$ cat src/rtl/quadratic_root_solver_macros.svh
// ----------------------------------------------------------------------------
// Assertion macros for the quadratic root solver
// Concurrent checks clocked on clk, disabled while rst_n is low.
// ----------------------------------------------------------------------------
`ifndef QUADRATIC_ROOT_SOLVER_MACROS_SVH
`define QUADRATIC_ROOT_SOLVER_MACROS_SVH

// expression holds at every edge
`define QRS_ASSERT(label, expr, msg) \
  label: assert property (@(posedge clk) disable iff (!rst_n) (expr)) else $error(msg);

// same-cycle implication
`define QRS_ASSERT_IMPL(label, ante, cons, msg) \
  label: assert property (@(posedge clk) disable iff (!rst_n) (ante) |-> (cons)) \
    else $error(msg);

// next-cycle implication
`define QRS_ASSERT_NEXT(label, ante, cons, msg) \
  label: assert property (@(posedge clk) disable iff (!rst_n) (ante) |=> (cons)) \
    else $error(msg);

`endif

$ cat src/rtl/qrs_pkg.sv
// ----------------------------------------------------------------------------
// qrs_pkg
// Widths, types and constants shared by the quadratic root solver modules.
// ----------------------------------------------------------------------------
package qrs_pkg;

  localparam int COEF_WIDTH = 16;
  localparam int FRAC_BITS  = 16;
  localparam int OUT_W      = 33;

  // discriminant b*b - 4ac and its magnitude
  localparam int DISC_W = 2 * COEF_WIDTH + 2;
  localparam int DMAG_W = 2 * COEF_WIDTH + 1;

  // radicand |D| << 2*FRAC_BITS, padded to an even width
  localparam int RAD_W0 = DMAG_W + 2 * FRAC_BITS;
  localparam int RAD_W  = RAD_W0 + RAD_W0 % 2;
  localparam int ROOT_W = RAD_W / 2;
  localparam int REM_W  = ROOT_W + 3;

  // -b << FRAC_BITS, numerators and 2a
  localparam int NB_W  = COEF_WIDTH + FRAC_BITS + 1;
  localparam int NUM_W = ((NB_W > ROOT_W + 1) ? NB_W : ROOT_W + 1) + 1;
  localparam int DEN_W = COEF_WIDTH + 1;
  localparam int SAT_W = (NUM_W + 1 > OUT_W + 1) ? NUM_W + 1 : OUT_W + 1;

  localparam int Q_DEPTH = 4;
  localparam int Q_PTR_W = $clog2(Q_DEPTH);
  localparam int Q_CNT_W = $clog2(Q_DEPTH + 1);

  localparam int IN_DATA_W  = ((3 * COEF_WIDTH + 7) / 8) * 8;
  localparam int OUT_DATA_W = ((3 * OUT_W + 7) / 8) * 8;
  localparam int OUT_USER_W = 2;
  localparam int USER_CPLX  = 0;
  localparam int USER_FAULT = 1;

  typedef struct packed {
    logic                     fault;
    logic signed [DISC_W-1:0] disc;
    logic signed [NB_W-1:0]   nb;
    logic signed [DEN_W-1:0]  den;
  } qrs_item_t;

  typedef struct packed {
    logic [OUT_W-1:0] root_one;
    logic [OUT_W-1:0] root_two;
    logic [OUT_W-1:0] imag_part;
    logic             is_complex;
    logic             divide_fault;
  } qrs_result_t;

endpackage

$ cat src/rtl/qrs_front.sv
// ----------------------------------------------------------------------------
// qrs_front
// Two-stage front end: products and fault classification, then discriminant.
// ----------------------------------------------------------------------------
module qrs_front (
  input  logic                                   clk,
  input  logic                                   rst_n,
  input  logic                                   in_valid,
  output logic                                   in_ready,
  input  logic signed [qrs_pkg::COEF_WIDTH-1:0]  coef_a,
  input  logic signed [qrs_pkg::COEF_WIDTH-1:0]  coef_b,
  input  logic signed [qrs_pkg::COEF_WIDTH-1:0]  coef_c,
  input  logic                                   q_full,
  output logic                                   push,
  output qrs_pkg::qrs_item_t                     push_item
);

  localparam int PW = 2 * qrs_pkg::COEF_WIDTH;

  logic                                f1_valid_r, f2_valid_r;
  logic signed [PW-1:0]                bb_r, ac_r;
  logic signed [qrs_pkg::NB_W-1:0]     nb_r;
  logic signed [qrs_pkg::DEN_W-1:0]    den_r;
  logic                                fault_r;
  qrs_pkg::qrs_item_t                  item_r, item_nxt;
  logic                                fen;
  logic signed [qrs_pkg::NB_W-1:0]     b_ext;
  logic signed [qrs_pkg::DISC_W-1:0]   bb_ext, ac_ext;

  assign fen      = !f2_valid_r || !q_full;
  assign in_ready = fen;
  assign push     = f2_valid_r && !q_full;
  assign push_item = item_r;

  assign b_ext = qrs_pkg::NB_W'(coef_b);

  always_ff @(posedge clk) begin
    if (!rst_n) begin
      f1_valid_r <= 1'b0;
      f2_valid_r <= 1'b0;
    end else if (fen) begin
      f1_valid_r <= in_valid;
      f2_valid_r <= f1_valid_r;
    end
  end

  always_ff @(posedge clk) begin
    if (fen) begin
      bb_r    <= coef_b * coef_b;
      ac_r    <= coef_a * coef_c;
      nb_r    <= -(b_ext <<< qrs_pkg::FRAC_BITS);
      den_r   <= {coef_a, 1'b0};
      fault_r <= (coef_a == '0);
      item_r  <= item_nxt;
    end
  end

  assign bb_ext = qrs_pkg::DISC_W'(bb_r);
  assign ac_ext = qrs_pkg::DISC_W'(ac_r);

  always_comb begin
    item_nxt.fault = fault_r;
    item_nxt.disc  = bb_ext - (ac_ext <<< 2);
    item_nxt.nb    = nb_r;
    item_nxt.den   = den_r;
  end

endmodule

$ cat config.mk
export PLATFORM = sky130hd
export DESIGN_NAME = qrs_front
export DESIGN_NICKNAME = d
export VERILOG_FILES = /design/src/rtl/quadratic_root_solver_macros.svh /design/src/rtl/qrs_pkg.sv /design/src/rtl/qrs_front.sv
export SDC_FILE = /design/constraint.sdc
export NUM_CORES = 2
export LEC_CHECK = 0
export BUFFER_PORTS_ARGS = -buffer_cell sky130_fd_sc_hd__clkbuf_2
export CAP_MARGIN = 10
export CORE_MARGIN = 3
export CORE_UTILIZATION = 30
export DETAILED_ROUTE_END_ITERATION = 16
export GPL_ROUTABILITY_DRIVEN = 0
export PLACE_DENSITY = 0.53
export SLEW_MARGIN = 20
export SYNTH_ARGS = -nofsm -noshare
export SYNTH_HDL_FRONTEND = slang
export SYNTH_SLANG_ARGS = --single-unit
$ cat constraint.sdc
create_clock -name clk -period 8.8 [get_ports clk]
set_input_delay 0.88 -clock clk [delete_from_list [all_inputs] [get_ports clk]]
set_output_delay 0.88 -clock clk [all_outputs]
set_load 0.03 [all_outputs]
==> run metrics <==
final wirelength=58.09 mm; CP endpoint kind=flop; clock transition at the registers of the reported paths=0.10 ns; Initial Util=0.3057; PortBufs=120; Post-CTS Setup Bufs=0; Post-Layout Cell Count=3776; H-tree Lvls=4; Detailed Place HPWL=46.31 mm; vias in the first global route=18111; largest net degree at the start of global routing=133; hold path depth=0; Fin. Hold Viols=0; Worst slew margin=0.4119; Netlist cell types=76; post-route setup slack=1.795 ns; FP Rows=106; DIE AREA=89660 um2; dpl ws=1.286 ns; arrival time worst endpoint=7.25 ns; Layout area overhead=9.039%; worst min-delay path endpoint=push_item[11]; Tmin final=7.005 ns; final-stage net count=3385; ANT nets after route=0; Least-Margin Pin Slew=0.8598 ns; Register-to-Register Setup Slack=5.40 ns; Synth Register Bits=164; layout cell share with drive strength beyond 1=0.06967; CTS tree=done; setup TNS=0 ns; Post-Syn Area=25830 um2; Period Utilization, post-route=0.7960; startpoint types=primary input; Total GRT Usage=0.1377; CTS buffer count=17; CP max FO=13; Hold WC Path Type=reg -> reg; Core ar.=84480 um2; EDFF count, synth=162; Max Freq=142.8 MHz; first-pass GRT wire length=96.42 mm; DR DRC count=0; initial antenna violation count=0; Worst Min Path Start=den_r[11]; Root Driver=clkbuf_16; sequential-to-total area share from yosys stat=0.1899; clock buffer depth=2; clk sink count=164; Vias=16888; Slew Viols, Final=0; Die Y=299.4 um; reg2reg path depth=11; commonest non-fill, non-tap cells in the layout=inv_1, fa_1, nand2_1, ha_1, edfxtp_1; unrepaired setup endpoints after global routing=no; Yosys warnings=0; placed cells=3743; ys flop type=edfxtp_1; Hold-fix buffers, CTS=0; grt total ovfl=0; Final Skew=0.02383 ns; die span in x=299.4 um; Starting DRT DRC Count=777; outcome=complete, no violations; MaxCap Viol Count=0; worst skew pair latency=0.50 ns; setup violators final=0; drt wl/cell=15.38 um; drt pass-1 iters=7; Post-Route Utilization=0.3334; syn avg cell area=10.11 um2; required time of the worst setup path=9.05 ns; DR vias/cell=4.472; Worst Path Class, Setup=in -> reg; Boundary Pins=139; async set-reset flop share out of synthesis=0; Worst R2R End=push_item[82]; Crit Reg-Reg Startpoint=bb_r[2]; Resize count post-CTS=0; commonest non-fill, non-tap cell in the layout=inv_1; Cells after Synth=2556
==> kinds of logic after synthesis <==
group	after synthesis	synth area share
compound gates	230	0.06026
xor+xnor	113	0.03832
fa+ha+maj	705	0.4868
buf+inv	729	0.1091
flops	164	0.1899
mux	2	0.0007751
other cells	1	0.0001452
simple gates	612	0.1147
==> layer usage <==
layer	wire length (um)	GRT usage	up-vias
met4	1056	0.03716	0
met1	25760	0.1787	8677
li1	-	-	7930
met2	29540	0.2405	236
met5	0	0	-
met3	1734	0.01898	45
==> layout make-up <==
type	count	area [um2]
inverters	643	2414
fillers	8690	56320
flip-flops and latches	164	4905
diodes	1	2.502
multi-input cells	1680	18180
clock buffers	17	425.4
clock inverters	15	193.9
well taps	1134	1419
repair buffers	122	628.1
==> Yosys cell counts, types with 4 or more instances <==
master / instances / area (um2)
nand4_1: 7 / 43.79
buf_4: 19 / 142.6
a31o_2: 8 / 70.07
xnor2_1: 90 / 788.3
or2_2: 5 / 31.28
or3_1: 5 / 31.28
nand2b_1: 19 / 118.9
o21a_1: 14 / 105.1
nand2_1: 240 / 900.9
xor2_1: 23 / 201.4
a21oi_1: 74 / 370.4
nor2b_1: 7 / 43.79
a211o_1: 6 / 52.55
fa_1: 500 / 10010
ha_1: 205 / 2565
and2_1: 155 / 969.7
a21o_1: 17 / 127.6
a21boi_0: 5 / 37.54
a211oi_1: 5 / 37.54
nor4_1: 10 / 62.56
clkbuf_1: 58 / 217.7
o21ai_0: 34 / 170.2
o31ai_1: 5 / 37.54
nor3b_1: 5 / 37.54
nor3_1: 21 / 105.1
buf_1: 5 / 18.77
nand3_1: 19 / 95.09
inv_1: 639 / 2399
and3_1: 7 / 43.79
clkinv_1: 4 / 15.01
nor2_1: 100 / 375.4
o21bai_1: 7 / 52.55
o211ai_1: 9 / 67.56
a2111oi_0: 4 / 35.03
edfxtp_1: 162 / 4865
o21ai_1: 4 / 20.02
==> worst max-delay path, cell delays in order <==
cell	delay [ns]
clkbuf_2	0.35
clkinv_1	0.40
nor2_1	0.32
fa_1	0.63
fa_1	0.84
fa_1	0.51
fa_1	0.51
fa_1	0.49
inv_1	0.05
fa_1	0.47
inv_1	0.04
ha_1	0.17
or3_1	0.38
o21a_1	0.23
o41ai_2	0.41
o21ai_2	0.15
o31ai_1	0.30
xnor2_1	0.10
==> flip-flops by register name (all words and copies together) (netlist names) <==
| signal | flops |
|---|---|
| den_r | 16 |
| f2_valid_r | 1 |
| fault_r | 1 |
| f1_valid_r | 1 |
| bb_r | 31 |
| ac_r | 32 |
| nb_r | 16 |
| push_item | 66 |
==> worst max-delay path by stage <==
stage,start,end,slack [ns]
3_3_place_gp,coef_b[15],bb_r[31],1.37
3_5_place_dp,coef_b[15],bb_r[31],1.29
5_1_grt,coef_b[15],bb_r[31],1.44
6_report,coef_b[3],bb_r[31],1.80
4_1_cts,coef_b[15],bb_r[31],1.84
2_1_floorplan,coef_b[15],bb_r[31],1.80
==> metrics by stage <==
step	hold WS, ns	area (um2)
2_1_floorplan	0.4003	25890
3_3_place_gp	0.4012	27540
3_5_place_dp	0.4054	27540
4_1_cts	0.4088	28160
5_1_grt	0.4127	28160
6_report	0.4075	28160
Power is left out: the tool's default activity adds up to more than one toggle a clock period on the data nets, which glitch-free logic cannot reach.
