[src/rtl/quadratic_root_solver_macros.svh]
// ----------------------------------------------------------------------------
// Assertion macros for the quadratic root solver
// Concurrent checks clocked on clk, disabled while rst_n is low.
// ----------------------------------------------------------------------------
`ifndef QUADRATIC_ROOT_SOLVER_MACROS_SVH
`define QUADRATIC_ROOT_SOLVER_MACROS_SVH

// expression holds at every edge
`define QRS_ASSERT(label, expr, msg) \
  label: assert property (@(posedge clk) disable iff (!rst_n) (expr)) else $error(msg);

// same-cycle implication
`define QRS_ASSERT_IMPL(label, ante, cons, msg) \
  label: assert property (@(posedge clk) disable iff (!rst_n) (ante) |-> (cons)) \
    else $error(msg);

// next-cycle implication
`define QRS_ASSERT_NEXT(label, ante, cons, msg) \
  label: assert property (@(posedge clk) disable iff (!rst_n) (ante) |=> (cons)) \
    else $error(msg);

`endif

[src/rtl/qrs_pkg.sv]
// ----------------------------------------------------------------------------
// qrs_pkg
// Widths, types and constants shared by the quadratic root solver modules.
// ----------------------------------------------------------------------------
package qrs_pkg;

  localparam int COEF_WIDTH = 16;
  localparam int FRAC_BITS  = 16;
  localparam int OUT_W      = 33;

  // discriminant b*b - 4ac and its magnitude
  localparam int DISC_W = 2 * COEF_WIDTH + 2;
  localparam int DMAG_W = 2 * COEF_WIDTH + 1;

  // radicand |D| << 2*FRAC_BITS, padded to an even width
  localparam int RAD_W0 = DMAG_W + 2 * FRAC_BITS;
  localparam int RAD_W  = RAD_W0 + RAD_W0 % 2;
  localparam int ROOT_W = RAD_W / 2;
  localparam int REM_W  = ROOT_W + 3;

  // -b << FRAC_BITS, numerators and 2a
  localparam int NB_W  = COEF_WIDTH + FRAC_BITS + 1;
  localparam int NUM_W = ((NB_W > ROOT_W + 1) ? NB_W : ROOT_W + 1) + 1;
  localparam int DEN_W = COEF_WIDTH + 1;
  localparam int SAT_W = (NUM_W + 1 > OUT_W + 1) ? NUM_W + 1 : OUT_W + 1;

  localparam int Q_DEPTH = 4;
  localparam int Q_PTR_W = $clog2(Q_DEPTH);
  localparam int Q_CNT_W = $clog2(Q_DEPTH + 1);

  localparam int IN_DATA_W  = ((3 * COEF_WIDTH + 7) / 8) * 8;
  localparam int OUT_DATA_W = ((3 * OUT_W + 7) / 8) * 8;
  localparam int OUT_USER_W = 2;
  localparam int USER_CPLX  = 0;
  localparam int USER_FAULT = 1;

  typedef struct packed {
    logic                     fault;
    logic signed [DISC_W-1:0] disc;
    logic signed [NB_W-1:0]   nb;
    logic signed [DEN_W-1:0]  den;
  } qrs_item_t;

  typedef struct packed {
    logic [OUT_W-1:0] root_one;
    logic [OUT_W-1:0] root_two;
    logic [OUT_W-1:0] imag_part;
    logic             is_complex;
    logic             divide_fault;
  } qrs_result_t;

endpackage

[src/rtl/qrs_queue.sv]
// ----------------------------------------------------------------------------
// qrs_queue
// Short FIFO between the front end and the root/divide pipeline.
// ----------------------------------------------------------------------------
`include "quadratic_root_solver_macros.svh"

module qrs_queue (
  input  logic               clk,
  input  logic               rst_n,
  input  logic               push,
  input  qrs_pkg::qrs_item_t push_item,
  output logic               full,
  input  logic               pop,
  output logic               head_valid,
  output qrs_pkg::qrs_item_t head_item
);

  qrs_pkg::qrs_item_t              mem_r [qrs_pkg::Q_DEPTH];
  logic [qrs_pkg::Q_PTR_W-1:0]     wr_ptr_r, rd_ptr_r;
  logic [qrs_pkg::Q_CNT_W-1:0]     cnt_r, cnt_nxt;

  localparam logic [qrs_pkg::Q_PTR_W-1:0] LAST = qrs_pkg::Q_PTR_W'(qrs_pkg::Q_DEPTH - 1);
  localparam logic [qrs_pkg::Q_CNT_W-1:0] FULL = qrs_pkg::Q_CNT_W'(qrs_pkg::Q_DEPTH);

  assign full       = (cnt_r == FULL);
  assign head_valid = (cnt_r != '0);
  assign head_item  = mem_r[rd_ptr_r];

  always_comb begin
    cnt_nxt = cnt_r;
    if (push && !pop) cnt_nxt = cnt_r + 1'b1;
    else if (!push && pop) cnt_nxt = cnt_r - 1'b1;
  end

  always_ff @(posedge clk) begin
    if (!rst_n) begin
      wr_ptr_r <= '0;
      rd_ptr_r <= '0;
      cnt_r    <= '0;
    end else begin
      cnt_r <= cnt_nxt;
      if (push) wr_ptr_r <= (wr_ptr_r == LAST) ? '0 : wr_ptr_r + 1'b1;
      if (pop)  rd_ptr_r <= (rd_ptr_r == LAST) ? '0 : rd_ptr_r + 1'b1;
    end
  end

  always_ff @(posedge clk) begin
    if (push) mem_r[wr_ptr_r] <= push_item;
  end

  `QRS_ASSERT(a_cnt_range, cnt_r <= FULL, "queue count beyond depth")
  `QRS_ASSERT_IMPL(a_no_overflow, push, !full || pop, "push into full queue")
  `QRS_ASSERT_IMPL(a_no_underflow, pop, cnt_r != '0, "pop from empty queue")

endmodule

[config.mk]
export PLATFORM = sky130hd
export DESIGN_NAME = qrs_queue
export DESIGN_NICKNAME = d
export VERILOG_FILES = /design/src/rtl/qrs_pkg.sv /design/src/rtl/qrs_queue.sv
export VERILOG_INCLUDE_DIRS = /design/src /design/src/rtl
export SDC_FILE = /design/constraint.sdc
export NUM_CORES = 1
export LEC_CHECK = 0
export BUFFER_PORTS_ARGS = -buffer_cell sky130_fd_sc_hd__buf_4
export CORE_MARGIN = 2
export CORE_UTILIZATION = 35
export DETAILED_ROUTE_END_ITERATION = 16
export GPL_ROUTABILITY_DRIVEN = 0
export PLACE_DENSITY = 0.58
export SYNTH_ARGS = -nofsm -noshare
export SYNTH_HDL_FRONTEND = slang
export SYNTH_SLANG_ARGS = --single-unit
[constraint.sdc]
create_clock -name clk -period 3.6 [get_ports clk]
set_clock_uncertainty 0.15 [all_clocks]
set_input_delay 0.72 -clock clk [delete_from_list [all_inputs] [get_ports clk]]
set_output_delay 0.72 -clock clk [all_outputs]
set_load 0.005 [all_outputs]
==> run_results.csv, run 1 <==
group,metric,value,unit
run_status,status,"complete, no violations",
floorplan,start_util,0.3575,
timing,relSlewSlack,0.5632,
clock_tree,cts_max_path_buffers,3,
critical_path,critPathMaxFanout,49,
clock_tree,cts-root-buf,"clkbuf_16",
timing,finalCriticalPeriod,3.098,ns
synth,synth_compound_area_frac,0.001567,
min_path,min_path_type,"in -> reg",
detailed_routing,dr_total_vias,5728,
global_routing,antenna_found_initial,0,
floorplan,die_h,195.1,um
detailed_routing,first_pass_iters,4,
cells_and_area,drive_above_1_share,0.4499,
synth,synth_fp_nets,584,
power_and_ir_drop,p_per_area,577.1,nW/um2
synth,synthSimpleGateAreaFrac,0.007148,
cells_and_area,syn_to_final_growth,23.65,%
run,drv_cap,0,
power_and_ir_drop,power_leakage,0.005269,uW
timing,fin_tns_setup,0,ns
placement,place_hpwl,15.01,mm
clock_tree,cts_setup_buffers,0,
clock_tree,clock_latency,0.52,ns
cells_and_area,final_cell_mix,"340 x edfxtp_1, 175 x buf_4, 85 x mux4_2",
timing,hold_violations,0,
synth,synth_area_per_cell,26.19,um2
clock_tree,clk_pin_slew,0.06,ns
timing,rsz0062_at_grt,"no",
power_and_ir_drop,max-vdd-ir-drop,0.0003647,V
synth,muxShareOfSynthArea,0.1529,
global_routing,grt_pass1_vias,6555,
clock_tree,cts.repair.resized,0,
power_and_ir_drop,power,9118,uW
detailed_routing,wl_per_cell,21.11,um
floorplan,dieArea,38050,um2
synth,synth_xor_area_frac,0.001371,
critical_path,slowest_stage,"dfxtp_4",
critical_path,arrival,2.23,ns
detailed_routing,vias_per_cell,4.858,
cells_and_area,fill_cells,3112,
critical_path,crit_type,"reg -> out",
critical_path,critPathLaunchType,"flip-flop",
floorplan,coreArea,35740,um2
floorplan,fp.dieW,195.1,um
global_routing,grt_pass1_wl,38.48,mm
critical_path,worst_setup_path_end_kind,"output pin",
placement,io_buffers,175,
synth,synth_area_leader_cell,"edfxtp_1",
synth,synth.area.top_cells,"edfxtp_1 80%, mux4_2 15%, dfxtp_1 1.4%, buf_12 0.94%, ha_1 0.59%",
timing,fmax,322.8,MHz
cells_and_area,final_common_cell,"edfxtp_1",
timing,finalSetupViolCount,0,
timing,slew_violations,0,
synth,ys_warn_count,0,
synth,syn_inst,488,
clock_tree,cts_tree,"built",
global_routing,grt_max_degree,50,
detailed_routing,routed_wirelength,24.89,mm
clock_tree,cts_hold_buffers,0,
critical_path,crit_path_max_incr_delay,0.73,ns
timing,tightest_slew,0.6552,ns
synth,ys_ff_latch,349,
detailed_routing,drtIter0Drc,234,
critical_path,crit_chain,"buf_12, mux4_2, buf_4",
cells_and_area,nets,787,
clock_tree,numCtsBuffers,38,
synth,netlist_area,12780,um2
global_routing,overflow,0,
synth,synthAdderAreaFrac,0.007441,
timing,post-route-period-util,0.8605,
cells_and_area,antennaDiodeCount,0,
cells_and_area,seqCellArea,10400,um2
synth,ys_seq_area_frac,0.8131,
floorplan,row_count,69,
synth,synth_cell_types,23,
clock_tree,htree_levels,2,
synth,synth_top_family_by_area,"multiplexers",
critical_path,required,2.73,ns
global_routing,grt_usage,0.1330,
cells_and_area,multiInputGateArea,2188,um2
floorplan,ios,176,
clock_tree,clock-sinks,349,
detailed_routing,drc_errors,0,
synth,synth_top_area_share,0.7990,
detailed_routing,ant_nets,0,
[critical path, delay by kind of cell (launching register included)]
kind,cells,cell delay (ns)
mux,1,0.39
flops,1,0.73
buf+inv,2,0.53
[report_power, final]
group	switching (uW)	internal, uW	total, uW	leakage, uW
clock	1460	2150	3610	0.000565
sequential	61.3	4660	4720	0.00320
combinational	357	436	792	0.00151
[state kept, by name, indices dropped and copies added (netlist names), named ones only]
| signal | flops |
|---|---|
| wr_ptr_r | 2 |
| rd_ptr_r | 2 |
| mem_r | 340 |
| cnt_r | 3 |
[cell families (layout without fill, tap and decap cells)]
| family | Yosys count | after routing |
|---|---|---|
| adder cells (fa/ha/maj) | 7 | 7 |
| flip-flops | 349 | 349 |
| XOR/XNOR | 2 | 2 |
| AND/OR/NAND/NOR | 15 | 15 |
| buffers and inverters | 23 | 253 |
| multiplexers | 89 | 89 |
| AO/OA/AOI/OAI | 3 | 3 |
[layout make-up]
type | instances | area share
timing repair buffer | 182 | 0.09202
multi-input combinational | 116 | 0.1385
inverter | 4 | 0.0009503
sequential | 349 | 0.6581
clock buffer | 55 | 0.06826
clock inverter | 12 | 0.005702
tap | 461 | 0.03651
[cells in the mapped netlist]
| cell | instances |
|---|---|
| nor2_1 | 1 |
| o21ai_0 | 1 |
| buf_12 | 6 |
| mux4_2 | 85 |
| a21boi_0 | 1 |
| buf_6 | 1 |
| edfxtp_1 | 340 |
| buf_4 | 3 |
| xor2_1 | 1 |
| fa_1 | 1 |
| ha_1 | 6 |
| dfxtp_1 | 9 |
| o21a_1 | 1 |
| buf_2 | 6 |
| and2_1 | 5 |
| inv_1 | 4 |
| or3_1 | 2 |
| nor3_1 | 1 |
| mux2i_1 | 4 |
| nor3b_1 | 1 |
| nor2b_1 | 5 |
| xnor2_1 | 1 |
| buf_1 | 3 |
[metrics by stage]
step / util / std cells / hold slack [ns] / worst slack, ns / cell area (um2)
2_1_floorplan: - / 488 / 0.3174 / 0.3028 / 12780
3_3_place_gp: 0.4094 / 1112 / 0.3277 / 1.012 / 14630
3_5_place_dp: 0.4094 / 1112 / 0.3836 / 0.9930 / 14630
4_1_cts: 0.4421 / 1179 / 0.2173 / 0.4216 / 15800
5_1_grt: 0.4421 / 1179 / 0.2245 / 0.3965 / 15800
6_report: 0.4421 / 1179 / 0.2483 / 0.5022 / 15800
[worst paths after layout]
kind	start	endpoint	slack, ns	cells past startpoint
worst max-delay path	flip-flop	head_item[20]	0.50	3
worst min-delay path	push_item[6]	mem_r[3][6]	0.25	1
worst max register to register	wr_ptr_r[0]	mem_r[3][43]	1.52	3
worst min register to register	cnt_r[2]	cnt_r[2]	0.39	2
[per-layer routing]
metal / track usage / wire [um]
met1: 0.1603 / 10020
met2: 0.2340 / 12730
met3: 0.03644 / 1578
met4: 0.03873 / 564
met5: 0 / 0
No activity file was read; power rests on OpenSTA's default activity.
==> inputs of run 2 (changes only) <==
Settings changed: GPL_TIMING_DRIVEN from default to 0.
Clock period 3.6 ns to 3.65 ns, I/O delays scaled along.
==> run 2 against run 1 <==
Compared with the run above: via count down 0.16%; critical path depth rose by 1; critical endpoint is now head_item[19]; non-clock buffer count increased by 16; highest routed layer is now met5; total power is 0.31% higher; die area stayed put; routed wire length is essentially flat; clock power is 2% higher; setup slack improved by 0.042 ns; combinational power grew 4.5%; flip-flop and latch count unchanged; sequential power decreased by 2%; sequential share of layout area is 0.83 points lower.
==> run_results.csv, run 2 (synthesis results as in run 1) <==
group,metric,value,unit
run_status,status,"complete, no violations",
detailed_routing,vias_per_cell,4.794,
critical_path,crit_type,"reg -> out",
detailed_routing,drtIter0Drc,212,
cells_and_area,multiInputGateArea,2188,um2
power_and_ir_drop,switching_power,1864,uW
cells_and_area,top_register,"mem_r",
timing,finalSetupViolCount,0,
timing,tightest_slew,0.6678,ns
timing,slew_violations,0,
global_routing,overflow,0,
clock_tree,cts-root-buf,"clkbuf_16",
global_routing,grt_pass1_wl,37.98,mm
timing,rsz0062_at_grt,"no",
critical_path,slowest_stage,"dfxtp_1",
clock_tree,clk_pin_slew,0.06,ns
global_routing,grt_max_degree,57,
power_and_ir_drop,max-vdd-ir-drop,0.0003814,V
timing,layout_setup_ws,0.5439,ns
power_and_ir_drop,power_leakage,0.005384,uW
timing,post-route-period-util,0.8510,
floorplan,start_util,0.3575,
critical_path,crit_chain,"buf_2, buf_2, mux4_2, buf_4",
clock_tree,cts_tree,"built",
timing,fmax,322.0,MHz
placement,placed_cells,1128,
cells_and_area,antennaDiodeCount,0,
clock_tree,cts_setup_buffers,0,
timing,fin_tns_setup,0,ns
cells_and_area,largest_register_ffs,340,
critical_path,worst_setup_path_end_kind,"output pin",
clock_tree,cts_max_path_buffers,3,
clock_tree,htree_levels,2,
detailed_routing,dr_total_vias,5719,
detailed_routing,first_pass_iters,4,
detailed_routing,wl_per_cell,20.87,um
timing,relSlewSlack,0.5548,
power_and_ir_drop,power_frac_clock,0.403,
critical_path,arrival,2.23,ns
global_routing,antenna_found_initial,1,
cells_and_area,reg_top3,"mem_r (340), cnt_r (3)",
clock_tree,cts.repair.resized,0,
critical_path,path_common_cell,"buf_2",
detailed_routing,routed_wirelength,24.90,mm
cells_and_area,drive_above_1_share,0.4577,
cells_and_area,final_common_cell,"edfxtp_1",
min_path,min_path_type,"in -> reg",
critical_path,critPathLaunchType,"flip-flop",
critical_path,required,2.77,ns
floorplan,row_count,69,
clock_tree,numCtsBuffers,38,
critical_path,critPathMaxFanout,10,
power_and_ir_drop,share_comb_of_total_power,0.090,
power_and_ir_drop,p_int,7282,uW
detailed_routing,drc_errors,0,
run,drv_cap,0,
power_and_ir_drop,p_seq_frac,0.507,
power_and_ir_drop,p_per_area,571.9,nW/um2
detailed_routing,ant_nets,0,
placement,io_buffers,175,
cells_and_area,final_cell_mix,"340 x edfxtp_1, 178 x buf_4, 85 x mux4_2",
clock_tree,clock-sinks,349,
floorplan,fp.dieW,195.1,um
power_and_ir_drop,switching_share,0.2038,
global_routing,grt_usage,0.1334,
timing,finalCriticalPeriod,3.106,ns
clock_tree,clock_latency,0.53,ns
placement,place_hpwl,15.25,mm
timing,hold_violations,0,
cells_and_area,seqCellArea,10390,um2
floorplan,ios,176,
floorplan,die_h,195.1,um
cells_and_area,fill_cells,3020,
critical_path,crit_path_max_incr_delay,0.42,ns
clock_tree,cts_hold_buffers,0,
cells_and_area,final_cells,1193,
cells_and_area,nets,803,
floorplan,dieArea,38050,um2
floorplan,coreArea,35740,um2
global_routing,grt_pass1_vias,6435,
placement,post-place-ws,0.9770,ns
cells_and_area,syn_to_final_growth,25.14,%
-- run 2: cell count changes in the layout (fill, tap and decap cells not counted), sizes merged --
cell,change
clkinvlp,-1
inv,+1
bufinv,+3
buf,+16
clkbuf,-7
clkinv,+2
-- run 2: final cells by class --
class | instances | area share
plain buffers | 19 | 0.01221
clock buffers | 48 | 0.06314
clock inverters | 17 | 0.01205
inverters | 4 | 0.0009389
multi-input cells | 116 | 0.1368
flip-flops and latches | 349 | 0.6497
well taps | 461 | 0.03607
repair buffers | 179 | 0.08904
-- run 2: worst paths after layout --
kind	start	end	slack (ns)	depth (start not counted)
worst max register to register	wr_ptr_r[0]	mem_r[3][31]	1.63	3
worst max-delay path	flip-flop	head_item[19]	0.54	4
worst min-delay path	push_item[14]	mem_r[1][14]	0.24	1
worst min register to register	cnt_r[2]	cnt_r[2]	0.36	2
-- run 2: layer usage --
layer	up-vias	track usage	wire, um
met3	49	0.03713	1634
met1	2978	0.1609	9936
li1	2538	-	-
met4	2	0.05428	675
met2	152	0.2271	12640
met5	-	0	13
-- run 2: worst max-delay path: cells and delay by family, from the launching register on --
| kind | cells | cell delay, ns |
|---|---|---|
| mux | 1 | 0.38 |
| flops | 1 | 0.42 |
| buf+inv | 3 | 0.87 |
-- run 2: stage by stage --
stage / hold slack, ns / area [um2] / util / total power [uW]
after floorplan: 0.3174 / 12780 / - / 5114
after global placement: 0.3386 / 14670 / 0.4104 / 5544
after detailed placement: 0.3478 / 14790 / 0.4138 / 5574
after CTS: 0.2025 / 15990 / 0.4474 / 9309
after global routing: 0.2205 / 15990 / 0.4474 / 9511
final: 0.2425 / 15990 / 0.4474 / 9146
-- run 2: power groups by stage --
| stage | Sequential [uW] | Clock, uW | Combinational [uW] |
|---|---|---|---|
| floorplan | 4720 | 0 | 397 |
| detailed placement | 4720 | 0 | 853 |
| CTS | 4640 | 3810 | 857 |
| global placement | 4730 | 0 | 810 |
| finish | 4640 | 3680 | 828 |
| global route | 4650 | 3960 | 901 |
==> inputs of run 3 (changes only) <==
Settings changed: CORE_MARGIN 2 to 10.
==> run 3 against run 2 <==
Compared with the run above: first-iteration DRC count increased by 12%; critical path depth unchanged; design area about the same; hold slack improved by 0.0067 ns; core utilization decreased by 0.076 points; routed wire length increased by 4.8%; flip-flop and latch count unchanged; clock power about the same; largest power group unchanged.
==> run_results.csv, run 3 (synthesis results as in run 1) <==
group,metric,value,unit
run_status,status,"complete, no violations",
timing,post-route-period-util,0.8411,
detailed_routing,wl_per_cell,21.83,um
timing,hold_violations,0,
cells_and_area,antennaDiodeCount,0,
cells_and_area,nets,803,
detailed_routing,dr_total_vias,5804,
placement,place_area,14790,um2
cells_and_area,final_common_cell,"edfxtp_1",
placement,placed_cells,1128,
floorplan,die_h,211.1,um
timing,finalCriticalPeriod,3.070,ns
global_routing,grt_pass1_wl,40.03,mm
floorplan,coreArea,35830,um2
clock_tree,clock-sinks,349,
cells_and_area,fin_area,16000,um2
cells_and_area,reg_top3,"mem_r (340), cnt_r (3)",
cells_and_area,final_util,0.4467,
critical_path,crit_type,"reg -> out",
timing,finalHoldWorstSlack,0.2492,ns
critical_path,required,2.77,ns
power_and_ir_drop,p_per_area,570.3,nW/um2
global_routing,grt_pass1_vias,6579,
cells_and_area,syn_to_final_growth,25.23,%
timing,rsz0062_at_grt,"no",
critical_path,worstReg2RegEnd,"mem_r[3][65]",
cells_and_area,drive_above_1_share,0.4599,
cells_and_area,top_register,"mem_r",
global_routing,overflow,0,
detailed_routing,vias_per_cell,4.853,
global_routing,antenna_found_initial,1,
clock_tree,cts-root-buf,"clkbuf_16",
global_routing,grt_usage,0.1176,
clock_tree,cts.repair.resized,0,
placement,io_buffers,175,
timing,tightest_slew,0.7567,ns
clock_tree,htree_levels,2,
floorplan,fp.dieW,211.1,um
detailed_routing,first_pass_iters,4,
floorplan,start_util,0.3567,
critical_path,critPathMaxFanout,10,
clock_tree,cts_max_path_buffers,3,
min_path,min_path_type,"in -> reg",
clock_tree,clk_pin_slew,0.06,ns
critical_path,r2r-start,"wr_ptr_r[0]",
clock_tree,cts_hold_buffers,0,
cells_and_area,largest_register_ffs,340,
power_and_ir_drop,power_leakage,0.005388,uW
timing,fmax,325.7,MHz
timing,slew_violations,0,
detailed_routing,drtIter0Drc,238,
power_and_ir_drop,max-vdd-ir-drop,0.0003421,V
timing,relSlewSlack,0.4955,
placement,place_hpwl,17.01,mm
clock_tree,clock_latency,0.51,ns
floorplan,ios,176,
critical_path,critPathLaunchType,"flip-flop",
floorplan,dieArea,44550,um2
critical_path,ff2ff_path_depth,3,
critical_path,arrival,2.19,ns
timing,finalSetupViolCount,0,
detailed_routing,drc_errors,0,
min_path,hp-start,"push_item[33]",
min_path,whs_endpoint,"mem_r[0][33]",
clock_tree,cts_tree,"built",
clock_tree,numCtsBuffers,38,
global_routing,grt_max_degree,56,
run,drv_cap,0,
floorplan,row_count,69,
min_path,worstHoldPathCells,1,
clock_tree,cts_setup_buffers,0,
cells_and_area,final_cell_mix,"340 x edfxtp_1, 178 x buf_4, 85 x mux4_2",
critical_path,r2r_setup_slack,1.62,ns
cells_and_area,final_cells,1196,
critical_path,worst_setup_path_end_kind,"output pin",
detailed_routing,routed_wirelength,26.11,mm
detailed_routing,ant_nets,0,
[run 3: changes by cell type in the layout (fill, tap and decap cells not counted), sizes merged]
cell,change
clkinv,+3
clkbuf,-1
inv,+1
bufinv,-1
clkinvlp,+1
[run 3: worst max path at each step]
stage / startpoint / end / cells past startpoint
final: flip-flop / head_item[55] / 4
after global routing: flip-flop / head_item[55] / 4
after CTS: flip-flop / head_item[55] / 4
after detailed placement: flip-flop / head_item[55] / 4
after global placement: push / mem_r[0][18] / 2
after floorplan: push / mem_r[0][0] / 1
[run 3: report_power, final]
part | switching, uW | internal (uW) | leakage, uW
clock network | 1470 | 2180 | 0.000588
logic | 383 | 454 | 0.00160
registers | 43.3 | 4590 | 0.00320
total | 1900 | 7230 | 0.00539
[run 3: per-stage QoR]
stage | setup slack, ns | TNS (ns) | total power [uW]
2_1_floorplan | 0.3428 | 0 | 5114
3_3_place_gp | -1.338 | -446.78 | 5558
3_5_place_dp | 1.032 | 0 | 5586
4_1_cts | 0.4661 | 0 | 9284
5_1_grt | 0.4160 | 0 | 9512
6_report | 0.5798 | 0 | 9126
[run 3: area by class of cell]
| class | count | area [um2] |
|---|---|---|
| plain buffers | 19 | 195.2 |
| clock buffers | 47 | 1006 |
| clock inverters | 21 | 207.7 |
| fillers | 2999 | 19830 |
| inverters | 4 | 15.01 |
| multi-input cells | 116 | 2188 |
| flip-flops and latches | 349 | 10390 |
| well taps | 461 | 576.8 |
| repair buffers | 179 | 1424 |
[run 3: critical path, cell delays in order, from the launching register on]
cell	delay, ns
dfxtp_1	0.40
buf_2	0.34
buf_2	0.38
mux4_2	0.38
buf_4	0.16
[run 3: per-layer routing]
metal / global-route usage / wire (um) / vias up
met2: 0.1973 / 13230 / 176
met3: 0.03843 / 1935 / 37
li1: - / - / 2536
met5: 0 / 20 / -
met4: 0.03172 / 407 / 2
met1: 0.1431 / 10520 / 3053
